$ cat src/jsonb_scalar_element_validator_defines.svh
// Assertion macros shared by the scalar element validator.
`ifndef JSONB_SCALAR_ELEMENT_VALIDATOR_DEFINES_SVH
`define JSONB_SCALAR_ELEMENT_VALIDATOR_DEFINES_SVH

// Checks that a property holds at every rising clock edge outside reset.
`define JSV_ASSERT(lbl, prop, msg) \
  lbl: assert property (@(posedge clk_i) disable iff (!rst_ni) (prop)) else $error(msg);

// Checks that a condition never holds at a rising clock edge outside reset.
`define JSV_ASSERT_NEVER(lbl, cond, msg) \
  lbl: assert property (@(posedge clk_i) disable iff (!rst_ni) !(cond)) else $error(msg);

`endif

$ cat src/jsv_pkg.sv
// Types, codes and per-character check functions of the scalar element validator.
`timescale 1ns / 1ps

package jsv_pkg;

  typedef logic [7:0]  data_byte_t;
  typedef logic [3:0]  tag_t;
  typedef logic [63:0] length_t;
  typedef logic [6:0]  flags_t;

  // Result status codes.
  typedef enum logic [3:0] {
    ST_VALID     = 4'd0,
    ST_EMPTY     = 4'd1,
    ST_SHORT     = 4'd2,
    ST_LIT_LEN   = 4'd3,
    ST_BAD_INT   = 4'd4,
    ST_BAD_HEX   = 4'd5,
    ST_BAD_FLOAT = 4'd6,
    ST_BAD_FLT5  = 4'd7,
    ST_UNSUPP    = 4'd8
  } status_e;

  // Element tags that are checked; all others are unsupported.
  localparam tag_t TAG_NULL   = 4'd0;
  localparam tag_t TAG_TRUE   = 4'd1;
  localparam tag_t TAG_FALSE  = 4'd2;
  localparam tag_t TAG_INT    = 4'd3;
  localparam tag_t TAG_HEX    = 4'd4;
  localparam tag_t TAG_FLOAT  = 4'd5;
  localparam tag_t TAG_FLOAT5 = 4'd6;

  // Header size codes that select a number of length bytes.
  localparam logic [3:0] SZ_FIRST = 4'd12;
  localparam logic [3:0] SZ_ONE   = 4'd12;
  localparam logic [3:0] SZ_TWO   = 4'd13;
  localparam logic [3:0] SZ_FOUR  = 4'd14;

  // Bit positions in the character-check flags.
  localparam int FL_SIGN      = 0;
  localparam int FL_DOT       = 1;
  localparam int FL_DIGIT     = 2;
  localparam int FL_E         = 3;
  localparam int FL_FIRSTZERO = 4;
  localparam int FL_X         = 5;
  localparam int FL_LEADZERO  = 6;

  // Characters of interest.
  localparam data_byte_t CH_PLUS  = 8'h2b;
  localparam data_byte_t CH_MINUS = 8'h2d;
  localparam data_byte_t CH_DOT   = 8'h2e;
  localparam data_byte_t CH_ZERO  = 8'h30;
  localparam data_byte_t CH_NINE  = 8'h39;
  localparam data_byte_t CH_UC_A  = 8'h41;
  localparam data_byte_t CH_UC_E  = 8'h45;
  localparam data_byte_t CH_UC_F  = 8'h46;
  localparam data_byte_t CH_UC_X  = 8'h58;
  localparam data_byte_t CH_LC_A  = 8'h61;
  localparam data_byte_t CH_LC_E  = 8'h65;
  localparam data_byte_t CH_LC_F  = 8'h66;
  localparam data_byte_t CH_LC_X  = 8'h78;
  localparam data_byte_t CH_LOW   = 8'd32;
  localparam data_byte_t CH_HIGH  = 8'd127;

  // Outcome of one character check.
  typedef struct packed {
    logic   ok;
    flags_t flags;
  } check_t;

  function automatic logic is_dec(data_byte_t c);
    return (c >= CH_ZERO) && (c <= CH_NINE);
  endfunction

  function automatic logic is_hex_letter(data_byte_t c);
    return ((c >= CH_LC_A) && (c <= CH_LC_F)) || ((c >= CH_UC_A) && (c <= CH_UC_F));
  endfunction

  // Decimal integer: optional leading minus, digits, no leading zero.
  function automatic check_t take_int(data_byte_t c, flags_t f);
    check_t r;
    r.ok    = 1'b1;
    r.flags = f;
    if (c == CH_MINUS) begin
      if (f[FL_SIGN] || f[FL_DIGIT]) r.ok = 1'b0;
      r.flags[FL_SIGN] = 1'b1;
    end else if (is_dec(c)) begin
      if (f[FL_DIGIT] && f[FL_FIRSTZERO]) r.ok = 1'b0;
      if (!f[FL_DIGIT] && (c == CH_ZERO)) r.flags[FL_FIRSTZERO] = 1'b1;
      r.flags[FL_DIGIT] = 1'b1;
    end else begin
      r.ok = 1'b0;
    end
    return r;
  endfunction

  // Hex integer: optional minus, then 0x and hex digits.
  function automatic check_t take_hex(data_byte_t c, flags_t f);
    check_t r;
    r.ok    = 1'b1;
    r.flags = f;
    if (c == CH_MINUS) begin
      if (f[FL_SIGN] || f[FL_X] || f[FL_LEADZERO] || f[FL_DIGIT]) r.ok = 1'b0;
      r.flags[FL_SIGN] = 1'b1;
    end else if (is_dec(c) || is_hex_letter(c)) begin
      if ((c == CH_ZERO) && !f[FL_X] && !f[FL_LEADZERO]) begin
        r.flags[FL_LEADZERO] = 1'b1;
      end else if (!f[FL_X]) begin
        r.ok = 1'b0;
      end else begin
        r.flags[FL_DIGIT] = 1'b1;
      end
    end else if ((c == CH_LC_X) || (c == CH_UC_X)) begin
      if (f[FL_X] || !f[FL_LEADZERO]) r.ok = 1'b0;
      r.flags[FL_X] = 1'b1;
    end else begin
      r.ok = 1'b0;
    end
    return r;
  endfunction

  // Float: strict form needs a digit before the dot; relaxed form does not.
  function automatic check_t take_float(data_byte_t c, flags_t f, logic relaxed);
    check_t r;
    r.ok    = 1'b1;
    r.flags = f;
    if ((c == CH_PLUS) || (c == CH_MINUS)) begin
      if ((c == CH_PLUS) && !f[FL_E]) r.ok = 1'b0;
      if (f[FL_SIGN] || f[FL_DIGIT] || f[FL_DOT]) r.ok = 1'b0;
      r.flags[FL_SIGN] = 1'b1;
    end else if (c == CH_DOT) begin
      if (f[FL_E] || f[FL_DOT]) r.ok = 1'b0;
      if (!relaxed) begin
        if (!f[FL_DIGIT]) r.ok = 1'b0;
        r.flags[FL_DIGIT] = 1'b0;
      end
      r.flags[FL_DOT] = 1'b1;
    end else if (is_dec(c)) begin
      if (!(f[FL_E] || f[FL_DOT])) begin
        if (f[FL_DIGIT] && f[FL_FIRSTZERO]) r.ok = 1'b0;
        if (!f[FL_DIGIT] && (c == CH_ZERO)) r.flags[FL_FIRSTZERO] = 1'b1;
      end
      r.flags[FL_DIGIT] = 1'b1;
    end else if ((c == CH_LC_E) || (c == CH_UC_E)) begin
      if (!f[FL_DIGIT] || f[FL_E]) r.ok = 1'b0;
      r.flags[FL_DIGIT] = 1'b0;
      r.flags[FL_SIGN]  = 1'b0;
      r.flags[FL_DOT]   = 1'b0;
      r.flags[FL_E]     = 1'b1;
    end else begin
      r.ok = 1'b0;
    end
    return r;
  endfunction

endpackage

$ cat src/jsv_in_if.sv
// Input channel: one buffer byte and its end-of-buffer mark per transaction.
`timescale 1ns / 1ps

interface jsv_in_if import jsv_pkg::*; ();
  logic       valid;
  logic       ready;
  data_byte_t data_byte;
  logic       end_of_buffer;

  modport source (output valid, output data_byte, output end_of_buffer, input ready);
  modport sink   (input valid, input data_byte, input end_of_buffer, output ready);
endinterface

$ cat src/jsv_out_if.sv
// Output channel: one element status with its tag and length per transaction.
`timescale 1ns / 1ps

interface jsv_out_if import jsv_pkg::*; ();
  logic    valid;
  logic    ready;
  status_e status;
  tag_t    element_tag;
  length_t payload_length;

  modport source (output valid, output status, output element_tag,
                  output payload_length, input ready);
  modport sink   (input valid, input status, input element_tag,
                  input payload_length, output ready);
endinterface

$ cat src/jsonb_scalar_element_validator.sv
// Streaming validator for one scalar element of a binary JSON buffer.
`timescale 1ns / 1ps

// The block takes one buffer byte per cycle and keeps doing so while a
// finished status waits in its output register, as long as the consumer
// takes that status in the same cycle or the register is empty. A status
// appears in the output register in the cycle after the byte that completes
// the element, or after the end-of-buffer byte of a buffer that ends
// short. Each byte is handled by the header decoder, the big-endian length
// shifter and the per-character checker; the widest path is the 64-bit
// payload byte count and its compare with the decoded length.
// Bytes after a status are dropped until the end-of-buffer mark, which
// re-arms the block for the next element. There is no reset sweep.
`include "jsonb_scalar_element_validator_defines.svh"

module jsonb_scalar_element_validator import jsv_pkg::*; (
  input  logic      clk_i,
  input  logic      rst_ni,
  jsv_in_if.sink    in_i,
  jsv_out_if.source out_o
);

  typedef enum logic [1:0] {
    PH_HEADER,
    PH_LENGTH,
    PH_PAYLOAD,
    PH_DONE
  } phase_e;

  phase_e     phase_q, phase_d;
  tag_t       tag_q, tag_d;
  logic [3:0] left_q, left_d;
  length_t    len_q, len_d;
  length_t    seen_q, seen_d;
  flags_t     flags_q, flags_d;
  logic       failed_q, failed_d;

  logic       out_valid_q;
  status_e    out_status_q;
  tag_t       out_tag_q;
  length_t    out_len_q;

  logic       in_fire;
  logic       complete;
  logic       emit;
  status_e    status_d;
  status_e    final_status;
  logic [3:0] nib;
  check_t     chk;

  // Accept a byte whenever the output register is free or being drained.
  assign in_i.ready = !out_valid_q || out_o.ready;
  assign in_fire    = in_i.valid && in_i.ready;
  assign nib        = in_i.data_byte[7:4];

  // Character check for the held tag.
  always_comb begin
    chk.ok    = 1'b1;
    chk.flags = flags_q;
    case (tag_q)
      TAG_INT:    chk = take_int(in_i.data_byte, flags_q);
      TAG_HEX:    chk = take_hex(in_i.data_byte, flags_q);
      TAG_FLOAT:  chk = take_float(in_i.data_byte, flags_q, 1'b0);
      TAG_FLOAT5: chk = take_float(in_i.data_byte, flags_q, 1'b1);
      default:    chk.ok = 1'b1;
    endcase
  end

  // Next element state for the accepted byte.
  always_comb begin
    tag_d    = tag_q;
    left_d   = left_q;
    len_d    = len_q;
    seen_d   = seen_q;
    flags_d  = flags_q;
    failed_d = failed_q;
    phase_d  = phase_q;
    complete = 1'b0;
    case (phase_q)
      PH_HEADER: begin
        tag_d    = in_i.data_byte[3:0];
        seen_d   = '0;
        flags_d  = '0;
        failed_d = 1'b0;
        left_d   = '0;
        len_d    = '0;
        if (nib < SZ_FIRST) begin
          len_d = {60'd0, nib};
          if (nib == 4'd0) begin
            complete = 1'b1;
          end else begin
            phase_d = PH_PAYLOAD;
          end
        end else begin
          case (nib)
            SZ_ONE:  left_d = 4'd1;
            SZ_TWO:  left_d = 4'd2;
            SZ_FOUR: left_d = 4'd4;
            default: left_d = 4'd8;
          endcase
          phase_d = PH_LENGTH;
        end
      end
      PH_LENGTH: begin
        len_d  = {len_q[55:0], in_i.data_byte};
        left_d = (left_q != 4'd0) ? left_q - 4'd1 : left_q;
        if (left_d == 4'd0) begin
          if (len_d == '0) begin
            complete = 1'b1;
          end else begin
            phase_d = PH_PAYLOAD;
          end
        end
      end
      PH_PAYLOAD: begin
        if (!failed_q) begin
          if ((in_i.data_byte < CH_LOW) || (in_i.data_byte > CH_HIGH)) begin
            failed_d = 1'b1;
          end else begin
            flags_d  = chk.flags;
            failed_d = !chk.ok;
          end
        end
        seen_d = seen_q + 64'd1;
        if (seen_d >= len_q) complete = 1'b1;
      end
      default: begin
        complete = 1'b0;
      end
    endcase
    if (phase_q != PH_DONE) begin
      if (complete) begin
        phase_d = in_i.end_of_buffer ? PH_HEADER : PH_DONE;
      end else if (in_i.end_of_buffer) begin
        phase_d = PH_HEADER;
      end
    end else if (in_i.end_of_buffer) begin
      phase_d = PH_HEADER;
    end
  end

  // Status of a completed element.
  always_comb begin
    logic good;
    good = !failed_d && flags_d[FL_DIGIT];
    case (tag_d)
      TAG_NULL, TAG_TRUE, TAG_FALSE: final_status = (len_d != '0) ? ST_LIT_LEN : ST_VALID;
      TAG_INT:    final_status = good ? ST_VALID : ST_BAD_INT;
      TAG_HEX:    final_status = good ? ST_VALID : ST_BAD_HEX;
      TAG_FLOAT:  final_status = good ? ST_VALID : ST_BAD_FLOAT;
      TAG_FLOAT5: final_status = good ? ST_VALID : ST_BAD_FLT5;
      default:    final_status = ST_UNSUPP;
    endcase
  end

  assign emit     = (phase_q != PH_DONE) && (complete || in_i.end_of_buffer);
  assign status_d = complete ? final_status : ST_SHORT;

  // Element state and output register.
  always_ff @(posedge clk_i or negedge rst_ni) begin
    if (!rst_ni) begin
      phase_q      <= PH_HEADER;
      tag_q        <= '0;
      left_q       <= '0;
      len_q        <= '0;
      seen_q       <= '0;
      flags_q      <= '0;
      failed_q     <= 1'b0;
      out_valid_q  <= 1'b0;
      out_status_q <= ST_VALID;
      out_tag_q    <= '0;
      out_len_q    <= '0;
    end else begin
      if (in_fire) begin
        phase_q  <= phase_d;
        tag_q    <= tag_d;
        left_q   <= left_d;
        len_q    <= len_d;
        seen_q   <= seen_d;
        flags_q  <= flags_d;
        failed_q <= failed_d;
      end
      if (in_fire && emit) begin
        out_valid_q  <= 1'b1;
        out_status_q <= status_d;
        out_tag_q    <= tag_d;
        out_len_q    <= len_d;
      end else if (out_o.ready) begin
        out_valid_q <= 1'b0;
      end
    end
  end

  assign out_o.valid          = out_valid_q;
  assign out_o.status         = out_status_q;
  assign out_o.element_tag    = out_tag_q;
  assign out_o.payload_length = out_len_q;

  // Consistency checks on the element state.
  `JSV_ASSERT(a_length_pending, (phase_q == PH_LENGTH) |-> (left_q != 4'd0), "length phase with no bytes left")
  `JSV_ASSERT(a_payload_count, (phase_q == PH_PAYLOAD) |-> (seen_q < len_q), "payload count reached length")
  `JSV_ASSERT_NEVER(a_done_silent, in_fire && (phase_q == PH_DONE) && emit, "result after element end")
  `JSV_ASSERT(a_short_on_end, (in_fire && emit && (status_d == ST_SHORT)) |-> in_i.end_of_buffer, "short status without end of buffer")

endmodule

$ cat src/flat_wrapper.sv
// flat-port wrapper written by rule: the top's interface ports become plain ports
module jsonb_scalar_element_validator_flat import jsv_pkg::*;
  (clk_i, rst_ni, in_i_valid, in_i_data_byte, in_i_end_of_buffer, in_i_ready, out_o_valid, out_o_status, out_o_element_tag, out_o_payload_length, out_o_ready);
  jsv_in_if in_i_i ();
  jsv_out_if out_o_i ();
  input  logic clk_i;
  input  logic rst_ni;
  input wire logic [$bits(in_i_i.valid)-1:0] in_i_valid;
  input wire logic [$bits(in_i_i.data_byte)-1:0] in_i_data_byte;
  input wire logic [$bits(in_i_i.end_of_buffer)-1:0] in_i_end_of_buffer;
  output wire logic [$bits(in_i_i.ready)-1:0] in_i_ready;
  output wire logic [$bits(out_o_i.valid)-1:0] out_o_valid;
  output wire logic [$bits(out_o_i.status)-1:0] out_o_status;
  output wire logic [$bits(out_o_i.element_tag)-1:0] out_o_element_tag;
  output wire logic [$bits(out_o_i.payload_length)-1:0] out_o_payload_length;
  input wire logic [$bits(out_o_i.ready)-1:0] out_o_ready;
  assign in_i_i.valid = in_i_valid;
  assign in_i_i.data_byte = in_i_data_byte;
  assign in_i_i.end_of_buffer = in_i_end_of_buffer;
  assign in_i_ready = in_i_i.ready;
  assign out_o_valid = out_o_i.valid;
  assign out_o_status = out_o_i.status;
  assign out_o_element_tag = out_o_i.element_tag;
  assign out_o_payload_length = out_o_i.payload_length;
  assign out_o_i.ready = out_o_ready;
  jsonb_scalar_element_validator u_core (.clk_i(clk_i), .rst_ni(rst_ni), .in_i(in_i_i), .out_o(out_o_i));
endmodule
$ cat config.mk
export PLATFORM = sky130hd
export DESIGN_NAME = jsonb_scalar_element_validator_flat
export DESIGN_NICKNAME = d
export VERILOG_FILES = /design/src/jsv_pkg.sv /design/src/jsv_in_if.sv /design/src/jsv_out_if.sv /design/src/jsonb_scalar_element_validator.sv /design/src/flat_wrapper.sv
export VERILOG_INCLUDE_DIRS = /design/src /design/src/src
export SDC_FILE = /design/constraint.sdc
export NUM_CORES = 1
export LEC_CHECK = 0
export ABC_AREA = 1
export ABC_CLOCK_PERIOD_IN_PS = 5170
export BUFFER_PORTS_ARGS = -buffer_cell sky130_fd_sc_hd__buf_2
export CAP_MARGIN = 5
export CORE_AREA = 3 3 249 153
export DETAILED_ROUTE_END_ITERATION = 8
export DIE_AREA = 0 0 252 156
export PLACE_DENSITY_LB_ADDON = 0.2
export SYNTH_ARGS = -nofsm -noshare
export SYNTH_HDL_FRONTEND = slang
export SYNTH_SLANG_ARGS = --single-unit
$ cat constraint.sdc
create_clock -name clk_i -period 5.17 [get_ports clk_i]
set_input_delay 0.2585 -clock clk_i [delete_from_list [all_inputs] [get_ports clk_i]]
set_output_delay 0.2585 -clock clk_i [all_outputs]
set_load 0.005 [all_outputs]
==> load_flow_metrics.sql <==
INSERT INTO impl_metrics (metric_group, metric, value, unit) VALUES
('outcome', 'status', 'finished, final reports clean', ''),
('yosys', 'mappedNetlistNets', '1913', ''),
('detailed_routing', 'drt_wl_total', '43540', 'microns'),
('timing', 'worst_pin_slew', '0.8896', 'ns'),
('pwr', 'leakage', '7.871', 'nW'),
('yosys', 'yosysUniqueCellTypes', '49', ''),
('cells_and_area', 'nFillCells', '3768', ''),
('timing', 'timing.final.max_slew_violations', '0', ''),
('timing', 'fmaxAchievable', '0.2286', 'GHz'),
('cts', 'cts_root_buffer', 'sky130_fd_sc_hd__clkbuf_16', ''),
('timing', 'rsz0062_at_grt', 'no', ''),
('detailed_routing', 'final_antenna_net_count', '0', ''),
('timing', 'relSlewSlack', '0.4063', ''),
('die', 'core_area', '0.03608', 'sq mm'),
('detailed_routing', 'met2_wirelength', '16920', 'microns'),
('die', 'ios', '87', ''),
('yosys', 'warnings_from_yosys', '0', ''),
('cts', 'htreeDepth', '1', ''),
('detailed_routing', 'route.detailed.wl_per_inst', '18.24', 'microns'),
('yosys', 'synth_cells', '1834', ''),
('place', 'port_buffers', '86', ''),
('timing', 'finalHoldViolations', '0', ''),
('yosys', 'synth_enable_flop_cells', '0', ''),
('cts', 'tritoncts', 'yes', ''),
('cells_and_area', 'diodes', '0', ''),
('die', 'fp-row-count', '54', ''),
('die', 'die_w', '252', 'microns'),
('yosys', 'ys_dominant_reg_cell', 'sky130_fd_sc_hd__dfrtp_1', ''),
('cells_and_area', 'final_layout_size_suffix_gt1_frac', '0.1088', ''),
('worst_setup_path', 'critPathKind', 'register to register', ''),
('detailed_routing', 'via_count', '12730', ''),
('cells_and_area', 'final_net_count', '1974', ''),
('die', 'floorplan.initialDensity', '0.3778', ''),
('global_routing', 'grt_util_all_layers', '0.2215', ''),
('detailed_routing', 'first_iter_violations', '1277', ''),
('yosys', 'synth_seq_area_share', '0.4021', ''),
('job', 'max-cap-violations', '0', ''),
('worst_setup_path', 'crit_arrival', '4.84', 'ns'),
('timing', 'finalSetupViolCount', '0', ''),
('cts', 'cts.sinks', '219', ''),
('cts', 'clk_buf_depth', '3', ''),
('detailed_routing', 'remaining_drc_errors', '0', ''),
('global_routing', 'grt_max_degree', '115', ''),
('place', 'routability_congestion_estimate_from_global_placement', '0.9461', ''),
('cts', 'post-cts-setup-buffers', '0', ''),
('worst_setup_path', 'timing.critical_path.fanout_max', '61', ''),
('timing', 'whs', '0.06773', 'ns'),
('timing', 'timing.final.crit_share', '0.8463', ''),
('pwr', 'vdd_ir_drop_max', '0.2309', 'mV'),
('die', 'dieArea', '0.03931', 'sq mm'),
('cts', 'clk_latency', '0.53', 'ns'),
('cells_and_area', 'areaGrowthSynthToFinish', '12.79', '%'),
('worst_setup_path', 'startpoint_type', 'register', ''),
('worst_hold_path', 'timing.hold.worst.class', 'input pin to register', ''),
('timing', 'final_clock_skew', '0.009792', 'ns'),
('detailed_routing', 'wirelength_met1', '22340', 'microns'),
('cts', 'cts_repair_resize_count', '0', ''),
('global_routing', 'grt_pass1_wl', '68900', 'microns'),
('global_routing', 'grt_overflow', '0', ''),
('yosys', 'post_synth_instance_area', '0.01363', 'sq mm'),
('timing', 'final_layout_setup_total_negative_slack', '0', 'ns'),
('place', 'place_hpwl', '32120', 'microns'),
('detailed_routing', 'via_per_inst', '5.332', ''),
('worst_setup_path', 'type_of_destination_of_the_critical_path', 'register', ''),
('cts', 'cts_hold_repair.buffers', '2', ''),
('yosys', 'avgSynthCellArea', '7.432', 'sq um'),
('cts', 'clkTransAtPathRegs', '0.07', 'ns'),
('timing', 'post-route-min-period', '4.375', 'ns'),
('yosys', 'postSynthRegisterBits', '219', ''),
('yosys', 'async_reset_ff_frac', '1.000', ''),
('pwr', 'power_density_relative_to_cell_area', '387.2', 'mW/mm^2'),
('detailed_routing', 'top_layer_used', 'met4', ''),
('global_routing', 'number_of_antenna_violations_at_the_first_check_in_global_routing', '0', ''),
('detailed_routing', 'detail_route.first_pass.iterations', '6', ''),
('worst_setup_path', 'timing.critical_path.required', '5.64', 'ns'),
('detailed_routing', 'routed-wl-met3', '3750', 'microns'),
('die', 'die_height', '156', 'microns'),
('cts', 'cts_buffers', '23', ''),
('global_routing', 'first_global_vias', '11840', '');
## worst max-delay path, stage by stage, from the launching register on
cell	delay (ns)
sky130_fd_sc_hd__dfrtp_1	0.39
sky130_fd_sc_hd__ha_1	0.27
sky130_fd_sc_hd__nand2_2	0.09
sky130_fd_sc_hd__nor2_4	0.17
sky130_fd_sc_hd__nand2_4	0.11
sky130_fd_sc_hd__nor2_8	0.14
sky130_fd_sc_hd__nand4_4	0.12
sky130_fd_sc_hd__nor2_4	0.18
sky130_fd_sc_hd__nand3_2	0.15
sky130_fd_sc_hd__nor3_4	0.28
sky130_fd_sc_hd__nand2_1	0.12
sky130_fd_sc_hd__xor2_1	0.17
sky130_fd_sc_hd__ha_1	0.29
sky130_fd_sc_hd__nand2_1	0.05
sky130_fd_sc_hd__nor2_1	0.10
sky130_fd_sc_hd__and2_1	0.17
sky130_fd_sc_hd__nand3_1	0.16
sky130_fd_sc_hd__nor2_1	0.21
sky130_fd_sc_hd__nand4_1	0.12
sky130_fd_sc_hd__nand3_1	0.14
sky130_fd_sc_hd__nand2_1	0.09
sky130_fd_sc_hd__nand2_2	0.12
sky130_fd_sc_hd__nand2_4	0.07
sky130_fd_sc_hd__nand2_4	0.11
sky130_fd_sc_hd__buf_12	0.29
sky130_fd_sc_hd__nand2_1	0.11
sky130_fd_sc_hd__nand2_1	0.07
## cells in the mapped netlist, types with 7 or more instances
cell type                  count  area, sq um
sky130_fd_sc_hd__a21oi_1      54        270.3
sky130_fd_sc_hd__buf_2        17        85.08
sky130_fd_sc_hd__clkbuf_1     43        161.4
sky130_fd_sc_hd__dfrtp_1     219         5480
sky130_fd_sc_hd__ha_1         66        825.8
sky130_fd_sc_hd__inv_1       232        870.8
sky130_fd_sc_hd__inv_2        16        60.06
sky130_fd_sc_hd__nand2_1     491         1843
sky130_fd_sc_hd__nand3_1     112        560.5
sky130_fd_sc_hd__nand4_1      30        187.7
sky130_fd_sc_hd__nor2_1      146        548.0
sky130_fd_sc_hd__nor2_2        9        56.30
sky130_fd_sc_hd__nor3_1       37        185.2
sky130_fd_sc_hd__nor3_2        7        70.07
sky130_fd_sc_hd__nor4_1       14        87.58
sky130_fd_sc_hd__o21ai_0     114        570.6
sky130_fd_sc_hd__o21ai_1      12        60.06
sky130_fd_sc_hd__o22ai_1      97        606.8
sky130_fd_sc_hd__xor2_1       49        429.2
## stage by stage
| step | total power [mW] | cells | setup slack [ns] | utilization | cell area [sq um] |
|---|---|---|---|---|---|
| final | 5.952 | 2387 | 0.7949 | 0.4261 | 15370 |
| after global routing | 6.311 | 2387 | 0.3478 | 0.4261 | 15370 |
| after CTS | 5.953 | 2387 | 0.8252 | 0.4261 | 15370 |
| after detailed placement | 4.080 | 2344 | 0.8426 | 0.4024 | 14520 |
| after global placement | 4.077 | 2344 | 0.9742 | 0.4024 | 14520 |
| after floorplan | 3.356 | 1834 | 1.786 | - | 13630 |
## cell families (layout without fill, tap and decap cells)
group | Yosys count | in the layout | synth area share
compound gates | 300 | 300 | 0.1237
xor+xnor | 51 | 51 | 0.03332
fa+ha+maj | 66 | 66 | 0.06058
buf+inv | 315 | 392 | 0.09106
flops | 219 | 219 | 0.4021
simple gates | 883 | 883 | 0.2892
## final timing paths
check,startpoint,to,slack (ns),depth (start not counted)
min in group asynchronous,rst_ni,u_core.seen_q[54],0.40,2
setup reg to reg,u_core.seen_q[0],u_core.out_o.payload_length[62],0.79,26
max in group asynchronous,rst_ni,u_core.len_q[10],3.58,3
hold / removal,out_o_ready,u_core.out_o.valid,0.07,4
hold reg to reg,u_core.out_o.element_tag[2],u_core.out_o.element_tag[2],0.50,2
setup / recovery,u_core.seen_q[0],u_core.out_o.payload_length[62],0.79,26
## power by group
group | switching, mW | internal (mW) | leakage [nW]
Combinational | 1.44 | 0.543 | 4.45
Sequential | 0.194 | 1.91 | 3.00
Clock | 0.746 | 1.11 | 0.415
Total | 2.38 | 3.57 | 7.87
## per-layer routing
layer,vias up,track usage
met5,-,0
met4,0,0.03264
met3,38,0.04548
met2,454,0.3036
met1,6098,0.3576
li1,6138,-
## placed cells by master (no fill, tap or decap), types with 8 or more instances in the layout
| cell type | instances |
|---|---|
| sky130_fd_sc_hd__o21ai_1 | 12 |
| sky130_fd_sc_hd__nor3_1 | 37 |
| sky130_fd_sc_hd__buf_2 | 85 |
| sky130_fd_sc_hd__nor2_1 | 145 |
| sky130_fd_sc_hd__dfrtp_1 | 219 |
| sky130_fd_sc_hd__inv_2 | 16 |
| sky130_fd_sc_hd__nand4_1 | 30 |
| sky130_fd_sc_hd__buf_4 | 11 |
| sky130_fd_sc_hd__o21ai_0 | 114 |
| sky130_fd_sc_hd__nand3_1 | 112 |
| sky130_fd_sc_hd__nor2_2 | 8 |
| sky130_fd_sc_hd__a21oi_1 | 54 |
| sky130_fd_sc_hd__nand2_1 | 489 |
| sky130_fd_sc_hd__xor2_1 | 49 |
| sky130_fd_sc_hd__nor4_1 | 14 |
| sky130_fd_sc_hd__o22ai_1 | 97 |
| sky130_fd_sc_hd__ha_1 | 66 |
| sky130_fd_sc_hd__clkbuf_16 | 23 |
| sky130_fd_sc_hd__inv_1 | 232 |
## state kept, by name, indices dropped and copies added, names as in the netlist
name                         flops
u_core.failed_q                  1
u_core.flags_q                   7
u_core.left_q                    4
u_core.len_q                    64
u_core.out_o.element_tag         4
u_core.out_o.payload_length     64
u_core.out_o.status              4
u_core.out_o.valid               1
u_core.phase_q                   2
u_core.seen_q                   64
u_core.tag_q                     4
## layout make-up
cell class / count / area, sq um / area share
clock buffers: 30 / 671.9 / 0.04370
clock inverters: 11 / 161.4 / 0.01050
inverters: 249 / 934.6 / 0.06080
multi-input cells: 1300 / 6927 / 0.4506
flip-flops and latches: 219 / 5480 / 0.3565
well taps: 476 / 595.6 / 0.03874
repair buffers: 102 / 603.1 / 0.03923
Power figures use the tool's default switching activity.
